==> src/hdl/lcg_pkg.sv <==
`timescale 1ns / 1ps

package lcg_pkg;

   // Verdict codes carried on rsp_verdict
   localparam logic [2:0] VERD_OK        = 3'd0;
   localparam logic [2:0] VERD_BLACK     = 3'd1;
   localparam logic [2:0] VERD_SAME      = 3'd2;
   localparam logic [2:0] VERD_SCORE     = 3'd3;
   localparam logic [2:0] VERD_AMBIGUOUS = 3'd4;
   localparam logic [2:0] VERD_GEOMETRY  = 3'd5;
   localparam logic [2:0] VERD_FIT       = 3'd6;
   localparam logic [2:0] VERD_CORRECT   = 3'd7;

   // CSR indexes
   localparam logic [2:0] CSR_REJECT_LIMIT    = 3'd0;
   localparam logic [2:0] CSR_BLACKLIST_TICKS = 3'd1;
   localparam logic [2:0] CSR_MAX_MATCH       = 3'd2;
   localparam logic [2:0] CSR_MIN_MARGIN      = 3'd3;
   localparam logic [2:0] CSR_MAX_FIT         = 3'd4;
   localparam logic [2:0] CSR_MAX_SHIFT       = 3'd5;
   localparam logic [2:0] CSR_MAX_TURN        = 3'd6;

   // CSR reset values
   localparam logic [7:0]         RST_REJECT_LIMIT    = 8'd3;
   localparam logic [31:0]        RST_BLACKLIST_TICKS = 32'd30000;
   localparam logic signed [15:0] RST_MAX_MATCH       = 16'sd256;
   localparam logic signed [15:0] RST_MIN_MARGIN      = 16'sd32;
   localparam logic signed [15:0] RST_MAX_FIT         = 16'sd128;
   localparam logic [15:0]        RST_MAX_SHIFT       = 16'd5000;
   localparam logic [15:0]        RST_MAX_TURN        = 16'd3000;

   localparam logic [7:0] REJECT_SAT = 8'hFF;

   typedef enum logic [1:0] {
      ST_IDLE,
      ST_SCAN,
      ST_UPDATE
   } state_type;

   // Steps of the shared compare unit, in check order
   typedef enum logic [2:0] {
      CHK_SCORE,
      CHK_MARGIN,
      CHK_GEOM,
      CHK_FIT,
      CHK_SHIFT,
      CHK_TURN
   } chk_step_type;

endpackage

==> src/hdl/loop_candidate_gate.sv <==
`timescale 1ns / 1ps
// A new word is taken only in the idle state, after the previous word has gone through its update.
// The scan of the pair table runs one entry per cycle through its single read port;
//   the six checks overlap the scan.
// The result sits in an output register; the table update waits only if it is still held.
// Reset (synchronous, active high) clears the state machine, the entry-used bits and
//   restores the CSR defaults; table contents are not cleared and need no sweep.
module loop_candidate_gate
   import lcg_pkg::*;
#(
   parameter int TABLE_ENTRIES = 16,
   parameter int ID_BITS       = 16
) (
   input  logic               clock,
   input  logic               reset,

   input  logic               req_valid,
   output logic               req_stall,
   input  logic [15:0]        req_first_frame,
   input  logic [15:0]        req_second_frame,
   input  logic signed [15:0] req_match_score,
   input  logic signed [15:0] req_runner_up_score,
   input  logic               req_geometry_ok,
   input  logic signed [15:0] req_fit_score,
   input  logic [15:0]        req_shift_mm,
   input  logic [15:0]        req_turn_cdeg,
   input  logic [31:0]        req_now_ticks,

   output logic               rsp_valid,
   input  logic               rsp_stall,
   output logic               rsp_accepted,
   output logic [2:0]         rsp_verdict,
   output logic               rsp_untracked,

   input  logic               csr_we,
   input  logic [2:0]         csr_index,
   input  logic [31:0]        csr_wdata
);

   localparam int IDX_W = (TABLE_ENTRIES > 1) ? $clog2(TABLE_ENTRIES) : 1;
   localparam logic [IDX_W-1:0] IDX_LAST = IDX_W'(TABLE_ENTRIES - 1);

   // CSRs
   logic [7:0]         reject_limit_ff;
   logic [31:0]        blacklist_ticks_ff;
   logic signed [15:0] max_match_ff;
   logic signed [15:0] min_margin_ff;
   logic signed [15:0] max_fit_ff;
   logic [15:0]        max_shift_ff;
   logic [15:0]        max_turn_ff;

   // Pair table: used bits in flops, the rest in a memory
   logic                 entry_used_ff  [TABLE_ENTRIES];
   logic [ID_BITS-1:0]   entry_low_ff   [TABLE_ENTRIES];
   logic [ID_BITS-1:0]   entry_high_ff  [TABLE_ENTRIES];
   logic [7:0]           entry_rej_ff   [TABLE_ENTRIES];
   logic [31:0]          entry_exp_ff   [TABLE_ENTRIES];

   // Captured word
   logic [ID_BITS-1:0]   lo_id_ff, lo_id_in;
   logic [ID_BITS-1:0]   hi_id_ff, hi_id_in;
   logic signed [15:0]   match_ff;
   logic signed [15:0]   runner_ff;
   logic                 geom_ff;
   logic signed [15:0]   fit_ff;
   logic [15:0]          shift_ff;
   logic [15:0]          turn_ff;
   logic [31:0]          now_ff;

   // Sequencer
   state_type            state_ff, state_in;
   logic [IDX_W-1:0]     scan_idx_ff;
   logic                 issue_done_ff;
   logic                 rd_vld_ff;
   logic [IDX_W-1:0]     rd_idx_ff;
   logic                 rd_used_ff;
   logic [ID_BITS-1:0]   rd_low_ff;
   logic [ID_BITS-1:0]   rd_high_ff;
   logic [7:0]           rd_rej_ff;
   logic [31:0]          rd_exp_ff;

   logic                 hit_ff;
   logic [IDX_W-1:0]     hit_idx_ff;
   logic [7:0]           hit_rej_ff;
   logic [31:0]          hit_exp_ff;
   logic                 free_ff;
   logic [IDX_W-1:0]     free_idx_ff;

   chk_step_type         chk_step_ff, chk_step_in;
   logic                 chk_done_ff;
   logic [2:0]           verdict_ff;

   logic                 rsp_valid_ff;
   logic                 rsp_accepted_ff;
   logic [2:0]           rsp_verdict_ff;
   logic                 rsp_untracked_ff;

   // Control decode
   logic                 req_take;
   logic                 scan_issue;
   logic                 chk_en;
   logic                 upd_go;
   logic                 scan_end;

   // Shared compare unit
   logic signed [17:0]   cmp_a;
   logic signed [17:0]   cmp_b;
   logic [2:0]           cmp_code;
   logic                 cmp_gt;
   logic signed [16:0]   margin_diff;

   // Update datapath
   logic                 blacklisted;
   logic [2:0]           final_verdict;
   logic                 reject_rec;
   logic                 untracked;
   logic [IDX_W-1:0]     slot;
   logic [7:0]           rej_base;
   logic [7:0]           rej_new;
   logic [32:0]          exp_sum;
   logic [31:0]          exp_sat;
   logic [31:0]          exp_wr;

   // CSR writes
   always_ff @(posedge clock) begin
      if (reset) begin
         reject_limit_ff    <= RST_REJECT_LIMIT;
         blacklist_ticks_ff <= RST_BLACKLIST_TICKS;
         max_match_ff       <= RST_MAX_MATCH;
         min_margin_ff      <= RST_MIN_MARGIN;
         max_fit_ff         <= RST_MAX_FIT;
         max_shift_ff       <= RST_MAX_SHIFT;
         max_turn_ff        <= RST_MAX_TURN;
      end else if (csr_we) begin
         unique case (csr_index)
            CSR_REJECT_LIMIT:    reject_limit_ff    <= csr_wdata[7:0];
            CSR_BLACKLIST_TICKS: blacklist_ticks_ff <= csr_wdata;
            CSR_MAX_MATCH:       max_match_ff       <= signed'(csr_wdata[15:0]);
            CSR_MIN_MARGIN:      min_margin_ff      <= signed'(csr_wdata[15:0]);
            CSR_MAX_FIT:         max_fit_ff         <= signed'(csr_wdata[15:0]);
            CSR_MAX_SHIFT:       max_shift_ff       <= csr_wdata[15:0];
            CSR_MAX_TURN:        max_turn_ff        <= csr_wdata[15:0];
            default: ;
         endcase
      end
   end

   // Next state
   always_comb begin
      state_in = state_ff;
      unique case (state_ff)
         ST_IDLE:   if (req_valid) state_in = ST_SCAN;
         ST_SCAN:   if (scan_end && chk_done_ff) state_in = ST_UPDATE;
         ST_UPDATE: if (!rsp_valid_ff || !rsp_stall) state_in = ST_IDLE;
         default:   state_in = ST_IDLE;
      endcase
   end

   // State outputs
   always_comb begin
      req_stall  = 1'b1;
      scan_issue = 1'b0;
      chk_en     = 1'b0;
      upd_go     = 1'b0;
      unique case (state_ff)
         ST_IDLE:   req_stall = 1'b0;
         ST_SCAN: begin
            scan_issue = !issue_done_ff;
            chk_en     = !chk_done_ff;
         end
         ST_UPDATE: upd_go = !rsp_valid_ff || !rsp_stall;
         default: ;
      endcase
   end

   assign req_take = req_valid && !req_stall;
   assign scan_end = issue_done_ff && !rd_vld_ff;

   // Unordered pair
   always_comb begin
      logic [ID_BITS-1:0] id_a;
      logic [ID_BITS-1:0] id_b;
      id_a = ID_BITS'(req_first_frame);
      id_b = ID_BITS'(req_second_frame);
      if (id_a < id_b) begin
         lo_id_in = id_a;
         hi_id_in = id_b;
      end else begin
         lo_id_in = id_b;
         hi_id_in = id_a;
      end
   end

   // Capture the word
   always_ff @(posedge clock) begin
      if (req_take) begin
         lo_id_ff  <= lo_id_in;
         hi_id_ff  <= hi_id_in;
         match_ff  <= req_match_score;
         runner_ff <= req_runner_up_score;
         geom_ff   <= req_geometry_ok;
         fit_ff    <= req_fit_score;
         shift_ff  <= req_shift_mm;
         turn_ff   <= req_turn_cdeg;
         now_ff    <= req_now_ticks;
      end
   end

   always_ff @(posedge clock) begin
      if (reset) begin
         state_ff <= ST_IDLE;
      end else begin
         state_ff <= state_in;
      end
   end

   // Shared compare: one signed 18-bit greater-than per check step
   assign margin_diff = {runner_ff[15], runner_ff} - {match_ff[15], match_ff};

   always_comb begin
      cmp_a       = '0;
      cmp_b       = '0;
      cmp_code    = VERD_OK;
      chk_step_in = chk_step_ff;
      case (chk_step_ff)
         CHK_SCORE: begin
            cmp_a       = {{2{match_ff[15]}}, match_ff};
            cmp_b       = {{2{max_match_ff[15]}}, max_match_ff};
            cmp_code    = VERD_SCORE;
            chk_step_in = CHK_MARGIN;
         end
         CHK_MARGIN: begin
            cmp_a       = {{2{min_margin_ff[15]}}, min_margin_ff};
            cmp_b       = {margin_diff[16], margin_diff};
            cmp_code    = VERD_AMBIGUOUS;
            chk_step_in = CHK_GEOM;
         end
         CHK_GEOM: begin
            // 1 > geometry_ok exactly when registration failed
            cmp_a       = 18'sd1;
            cmp_b       = {17'd0, geom_ff};
            cmp_code    = VERD_GEOMETRY;
            chk_step_in = CHK_FIT;
         end
         CHK_FIT: begin
            cmp_a       = {{2{fit_ff[15]}}, fit_ff};
            cmp_b       = {{2{max_fit_ff[15]}}, max_fit_ff};
            cmp_code    = VERD_FIT;
            chk_step_in = CHK_SHIFT;
         end
         CHK_SHIFT: begin
            cmp_a       = {2'b00, shift_ff};
            cmp_b       = {2'b00, max_shift_ff};
            cmp_code    = VERD_CORRECT;
            chk_step_in = CHK_TURN;
         end
         CHK_TURN: begin
            cmp_a       = {2'b00, turn_ff};
            cmp_b       = {2'b00, max_turn_ff};
            cmp_code    = VERD_CORRECT;
            chk_step_in = CHK_TURN;
         end
         default: ;
      endcase
   end

   assign cmp_gt = cmp_a > cmp_b;

   // Check sequencer; first failure wins, same-frame set at capture
   always_ff @(posedge clock) begin
      if (reset) begin
         chk_step_ff <= CHK_SCORE;
         chk_done_ff <= 1'b0;
      end else if (req_take) begin
         chk_step_ff <= CHK_SCORE;
         chk_done_ff <= 1'b0;
      end else if (chk_en) begin
         chk_step_ff <= chk_step_in;
         chk_done_ff <= (chk_step_ff == CHK_TURN);
      end
   end

   always_ff @(posedge clock) begin
      if (req_take) begin
         verdict_ff <= (lo_id_in == hi_id_in) ? VERD_SAME : VERD_OK;
      end else if (chk_en && cmp_gt && verdict_ff == VERD_OK) begin
         verdict_ff <= cmp_code;
      end
   end

   // Scan issue and read-valid tracking
   always_ff @(posedge clock) begin
      if (reset) begin
         scan_idx_ff   <= '0;
         issue_done_ff <= 1'b0;
         rd_vld_ff     <= 1'b0;
      end else begin
         rd_vld_ff <= scan_issue;
         if (req_take) begin
            scan_idx_ff   <= '0;
            issue_done_ff <= 1'b0;
         end else if (scan_issue) begin
            scan_idx_ff   <= scan_idx_ff + IDX_W'(1);
            issue_done_ff <= (scan_idx_ff == IDX_LAST);
         end
      end
   end

   // Table memory: registered read on the scan, one write in update
   always_ff @(posedge clock) begin
      if (scan_issue) begin
         rd_idx_ff  <= scan_idx_ff;
         rd_used_ff <= entry_used_ff[scan_idx_ff];
         rd_low_ff  <= entry_low_ff[scan_idx_ff];
         rd_high_ff <= entry_high_ff[scan_idx_ff];
         rd_rej_ff  <= entry_rej_ff[scan_idx_ff];
         rd_exp_ff  <= entry_exp_ff[scan_idx_ff];
      end
      if (upd_go && reject_rec) begin
         entry_low_ff[slot]  <= lo_id_ff;
         entry_high_ff[slot] <= hi_id_ff;
         entry_rej_ff[slot]  <= rej_new;
         entry_exp_ff[slot]  <= exp_wr;
      end
   end

   // Match and free-slot search on the read data
   always_ff @(posedge clock) begin
      if (reset) begin
         hit_ff  <= 1'b0;
         free_ff <= 1'b0;
      end else if (req_take) begin
         hit_ff  <= 1'b0;
         free_ff <= 1'b0;
      end else if (rd_vld_ff) begin
         if (rd_used_ff && rd_low_ff == lo_id_ff && rd_high_ff == hi_id_ff) begin
            hit_ff <= 1'b1;
         end
         if (!rd_used_ff && !free_ff) begin
            free_ff <= 1'b1;
         end
      end
   end

   always_ff @(posedge clock) begin
      if (rd_vld_ff && rd_used_ff && rd_low_ff == lo_id_ff && rd_high_ff == hi_id_ff) begin
         hit_idx_ff <= rd_idx_ff;
         hit_rej_ff <= rd_rej_ff;
         hit_exp_ff <= rd_exp_ff;
      end
      if (rd_vld_ff && !rd_used_ff && !free_ff) begin
         free_idx_ff <= rd_idx_ff;
      end
   end

   // Update datapath
   assign blacklisted   = hit_ff && (now_ff < hit_exp_ff);
   assign final_verdict = blacklisted ? VERD_BLACK : verdict_ff;
   assign reject_rec    = !blacklisted && verdict_ff != VERD_OK && (hit_ff || free_ff);
   assign untracked     = !blacklisted && verdict_ff != VERD_OK && !hit_ff && !free_ff;
   assign slot          = hit_ff ? hit_idx_ff : free_idx_ff;
   assign rej_base      = hit_ff ? hit_rej_ff : 8'd0;
   assign rej_new       = (rej_base == REJECT_SAT) ? REJECT_SAT : rej_base + 8'd1;
   assign exp_sum       = {1'b0, now_ff} + {1'b0, blacklist_ticks_ff};
   assign exp_sat       = exp_sum[32] ? '1 : exp_sum[31:0];

   always_comb begin
      if (rej_new >= reject_limit_ff) begin
         exp_wr = exp_sat;
      end else if (hit_ff) begin
         exp_wr = hit_exp_ff;
      end else begin
         exp_wr = '0;
      end
   end

   // Entry-used bits
   always_ff @(posedge clock) begin
      if (reset) begin
         for (int i = 0; i < TABLE_ENTRIES; i++) begin
            entry_used_ff[i] <= 1'b0;
         end
      end else if (upd_go) begin
         if (!blacklisted && verdict_ff == VERD_OK && hit_ff) begin
            entry_used_ff[hit_idx_ff] <= 1'b0;
         end else if (reject_rec && !hit_ff) begin
            entry_used_ff[free_idx_ff] <= 1'b1;
         end
      end
   end

   // Output register
   always_ff @(posedge clock) begin
      if (reset) begin
         rsp_valid_ff <= 1'b0;
      end else if (upd_go) begin
         rsp_valid_ff <= 1'b1;
      end else if (!rsp_stall) begin
         rsp_valid_ff <= 1'b0;
      end
   end

   always_ff @(posedge clock) begin
      if (upd_go) begin
         rsp_accepted_ff  <= (final_verdict == VERD_OK);
         rsp_verdict_ff   <= final_verdict;
         rsp_untracked_ff <= untracked;
      end
   end

   assign rsp_valid     = rsp_valid_ff;
   assign rsp_accepted  = rsp_accepted_ff;
   assign rsp_verdict   = rsp_verdict_ff;
   assign rsp_untracked = rsp_untracked_ff;

endmodule

==> config.mk <==
export PLATFORM = sky130hd
export DESIGN_NAME = loop_candidate_gate
export DESIGN_NICKNAME = d
export VERILOG_FILES = /design/src/hdl/lcg_pkg.sv /design/src/hdl/loop_candidate_gate.sv
export SDC_FILE = /design/constraint.sdc
export NUM_CORES = 2
export LEC_CHECK = 0
export BUFFER_PORTS_ARGS = -buffer_cell sky130_fd_sc_hd__buf_4
export CAP_MARGIN = 30
export CORE_MARGIN = 5
export CORE_UTILIZATION = 30
export DETAILED_ROUTE_END_ITERATION = 16
export GPL_ROUTABILITY_DRIVEN = 0
export RECOVER_POWER = 100
export SYNTH_ARGS = -nofsm -noshare
export SYNTH_HDL_FRONTEND = slang
export SYNTH_SLANG_ARGS = --single-unit
==> constraint.sdc <==
create_clock -name clock -period 7.3 [get_ports clock]
set_input_delay 0 -clock clock [delete_from_list [all_inputs] [get_ports clock]]
set_output_delay 0 -clock clock [all_outputs]
set_load 0.03 [all_outputs]
==> impl_metrics.env <==
export IMPL_die_area_mm2=0.222
export IMPL_grt_pass1_wl_um=247000
export IMPL_nets=4446
export IMPL_synth_top_flop_cell="edfxtp_1"
export IMPL_clk_latency_ns=0.80
export IMPL_dp_hpwl_um=88500
export IMPL_worst_pin_slew_ns=3.83
export IMPL_reg2reg_slack_ns=1.04
export IMPL_fin_crit_sh_pct=85.7
export IMPL_layout_drive_gt1_share_pct=20.0
export IMPL_route_detailed_drc=0
export IMPL_cts_tree="done"
export IMPL_io_buffers=191
export IMPL_powerDensity_mw_per_mm2=247
export IMPL_row_count=169
export IMPL_area_growth_pct=20.6
export IMPL_cts_sinks=1581
export IMPL_path_clk_slew_ns=0.06
export IMPL_critPathArrivalTime_ns=6.59
export IMPL_p_leak_nw=24.9
export IMPL_ys_ff_latch=1581
export IMPL_startpoint="state_ff[1]"
export IMPL_max_slew_margin_pct=-156
export IMPL_routed_wl_um=169000
export IMPL_rr_endpoint="rd_high_ff[15]"
export IMPL_synth_edff_count=1446
export IMPL_slew_viol_final=1816
export IMPL_post_dp_cell_area_mm2=0.0691
export IMPL_worstRegToRegCells=5
export IMPL_failed_checks="max-capacitance violations, max-slew violations"
export IMPL_status="finished with violations"
export IMPL_critical_path_required_ns=7.63
export IMPL_pin_count=192
export IMPL_path_class="flip-flop to flip-flop"
export IMPL_grt_max_degree=141
export IMPL_cp_max_fo=40
export IMPL_crit_chain="nand2b_1 > nor2_4 > clkbuf_1 > clkbuf_1 > dlymetal6s4s_1"
export IMPL_clockBufferDepth=3
export IMPL_critPathSlowestCell="dlymetal6s4s_1"
export IMPL_synth_avg_cell_area_um2=18.1
export IMPL_grt_ovfl_total=0
export IMPL_critPathMaxStageDelay_ns=2.23
export IMPL_final_common_cell="edfxtp_1"
export IMPL_rsz0062_at_grt="false"
export IMPL_drv_cap=35
export IMPL_min_path_type="primary input to flip-flop"
export IMPL_timing_rr_start="state_ff[1]"
export IMPL_drt_iter0_drc=3742
export IMPL_cp_end_kind="flip-flop"
export IMPL_synth_compound_area_share_pct=4.07
export IMPL_post_drt_wl_per_cell_um=23.8
export IMPL_yosysWarningCount=0
export IMPL_utilization_pct=36.3
export IMPL_antenna_found_initial=10
export IMPL_grt_pass1_vias=36100
export IMPL_crit_buf_inv=3
export IMPL_cts_buffers_inserted=153
export IMPL_firstDrtPassIters=6
export IMPL_yosysSeqAreaShare_pct=72.2
export IMPL_antenna_left=0
export IMPL_crit_family="buffers and inverters"
export IMPL_h_tree_depth=4
export IMPL_max_vdd_ir_drop_v=0.000186
export IMPL_fp_dieW_um=472
export IMPL_vias_per_cell=5.04
export IMPL_fin_crit_ns=6.26
export IMPL_max_freq_mhz=160
export IMPL_finalHoldViolCount=0
export IMPL_final_cell_mix="edfxtp_1, mux4_2, dlygate4sd3_1, nand2_1, a21oi_1"
export IMPL_syn_inst=3531
export IMPL_cp_depth=5
export IMPL_synth_xor_area_share_pct=1.04
export IMPL_synth_nets=3840
export IMPL_synth_top_family_by_area="multiplexers"
export IMPL_async_flop_share_pct=0
export IMPL_synthMuxAreaShare_pct=14.3
export IMPL_fin_skew_ns=0.0502
export IMPL_clock_root_buffer="clkbuf_16"
export IMPL_whs_path_depth=3
export IMPL_synthesis_area_mm2=0.0639
export IMPL_fp_dieH_um=472
export IMPL_crit_top_cell="clkbuf_1"
export IMPL_synthAdderAreaFrac_pct=2.45
export IMPL_endpoint="rd_high_ff[15]"
export IMPL_setup_viol=0
export IMPL_track_usage_pct=14.8
export IMPL_yosys_area_share_simple_pct=4.43
export IMPL_cts_resized=0
export IMPL_dr_total_vias=35700
export IMPL_start_kind="flip-flop"
export IMPL_final_cell_area_mm2=0.0771
export IMPL_synth_cell_type_count=70
export IMPL_core_region_area_mm2=0.212
export IMPL_start_util_pct=30.1
==> state kept, by name, indices dropped and copies added, names as in the netlist, 32 cells and up <==
register,flops
entry_low_ff,256
now_ff,32
entry_rej_ff,128
rd_exp_ff,32
entry_exp_ff,512
hit_exp_ff,32
blacklist_ticks_ff,32
entry_high_ff,256
==> worst reg2reg max path, cell delays in order (launching register included) <==
cell and delay (ns):
dfxtp_1 0.33, nand2b_1 0.24, nor2_4 0.11, clkbuf_1 2.02
clkbuf_1 0.80, dlymetal6s4s_1 2.24
==> worst min path at each step <==
stage          slack, ns            startpoint            to
2_1_floorplan        0.1      req_fit_score[0]     fit_ff[0]
3_3_place_gp        0.18     req_turn_cdeg[14]   turn_ff[14]
3_5_place_dp        0.18      req_shift_mm[15]  shift_ff[15]
4_1_cts            0.003      req_now_ticks[0]     now_ff[0]
5_1_grt             0.03  req_second_frame[13]  hi_id_ff[13]
6_report            0.08  req_second_frame[13]  hi_id_ff[13]
==> kinds of logic after synthesis <==
kind of cell    after synthesis
simple gates                632
mux                         434
xor+xnor                     76
compound gates              431
flops                      1581
fa+ha+maj                   124
buf+inv                     253
==> repair_timing <==
| item | CTS | global route |
|---|---|---|
| setup buffers | 0 | 0 |
| hold endpoints to repair | 292 | 0 |
| hold buffers | 346 | 0 |
==> final cells by class <==
| type | instances | area [um2] |
|---|---|---|
| inverters | 95 | 358 |
| clock inverters | 81 | 845 |
| multi-input cells | 1697 | 16800 |
| repair buffers | 609 | 5280 |
| diodes | 11 | 27.5 |
| clock buffers | 193 | 4070 |
| well taps | 2821 | 3530 |
| fillers | 19500 | 135000 |
| flip-flops and latches | 1581 | 46100 |
==> synthesized netlist by cell type (4+ instances only) <==
master / instances / area share [%]
a211oi_1: 8 / 0.094
a21boi_0: 5 / 0.059
a21o_1: 23 / 0.27
a21oi_1: 225 / 1.8
a221o_1: 4 / 0.063
a22oi_1: 26 / 0.31
a31oi_1: 9 / 0.088
and2_1: 6 / 0.059
and3_1: 11 / 0.11
buf_1: 26 / 0.15
buf_2: 5 / 0.039
buf_6: 6 / 0.11
clkbuf_1: 121 / 0.71
dfxtp_1: 135 / 4.2
edfxtp_1: 1446 / 68
ha_1: 122 / 2.4
inv_1: 95 / 0.56
mux2_2: 49 / 0.86
mux2i_1: 9 / 0.14
mux4_2: 376 / 13
nand2_1: 325 / 1.9
nand2b_1: 26 / 0.25
nand3_1: 27 / 0.21
nand3b_1: 25 / 0.29
nand4_1: 20 / 0.20
nor2_1: 119 / 0.70
nor2b_1: 19 / 0.19
nor3_1: 27 / 0.21
nor4_1: 8 / 0.078
o21a_1: 11 / 0.13
o21ai_0: 50 / 0.39
o21bai_1: 10 / 0.12
o22ai_1: 13 / 0.13
o31ai_1: 12 / 0.14
or3_1: 5 / 0.049
xnor2_1: 27 / 0.37
xor2_1: 49 / 0.67
==> report_power, final <==
part           internal [mW]  total [mW]  switching, mW
combinational          0.539        1.11          0.573
sequential              10.0        10.1          0.129
clock                   4.35        7.82           3.47
==> layer usage <==
layer	up-vias	global-route usage [%]	routed length, um
met2	1428	23.8	79200
met5	-	0	13
met4	2	3.15	2660
li1	15300	-	-
met3	206	2.74	13200
met1	18800	21.1	73600
==> per-stage QoR <==
stage | TNS (ns) | power, mW | std cells | setup slack (ns) | hold WS (ns)
floorplan | -11.03 | 10.9 | 3531 | -0.0191 | 0.0989
global placement | 0 | 11.3 | 6440 | 2.04 | 0.179
detailed placement | 0 | 11.3 | 6444 | 2.03 | 0.179
CTS | 0 | 19.2 | 7064 | 1.97 | 0.00263
global route | 0 | 19.7 | 7079 | 0.881 | 0.0284
finish | 0 | 19.1 | 7088 | 1.04 | 0.0810
No activity file was read; power rests on OpenSTA's default activity.
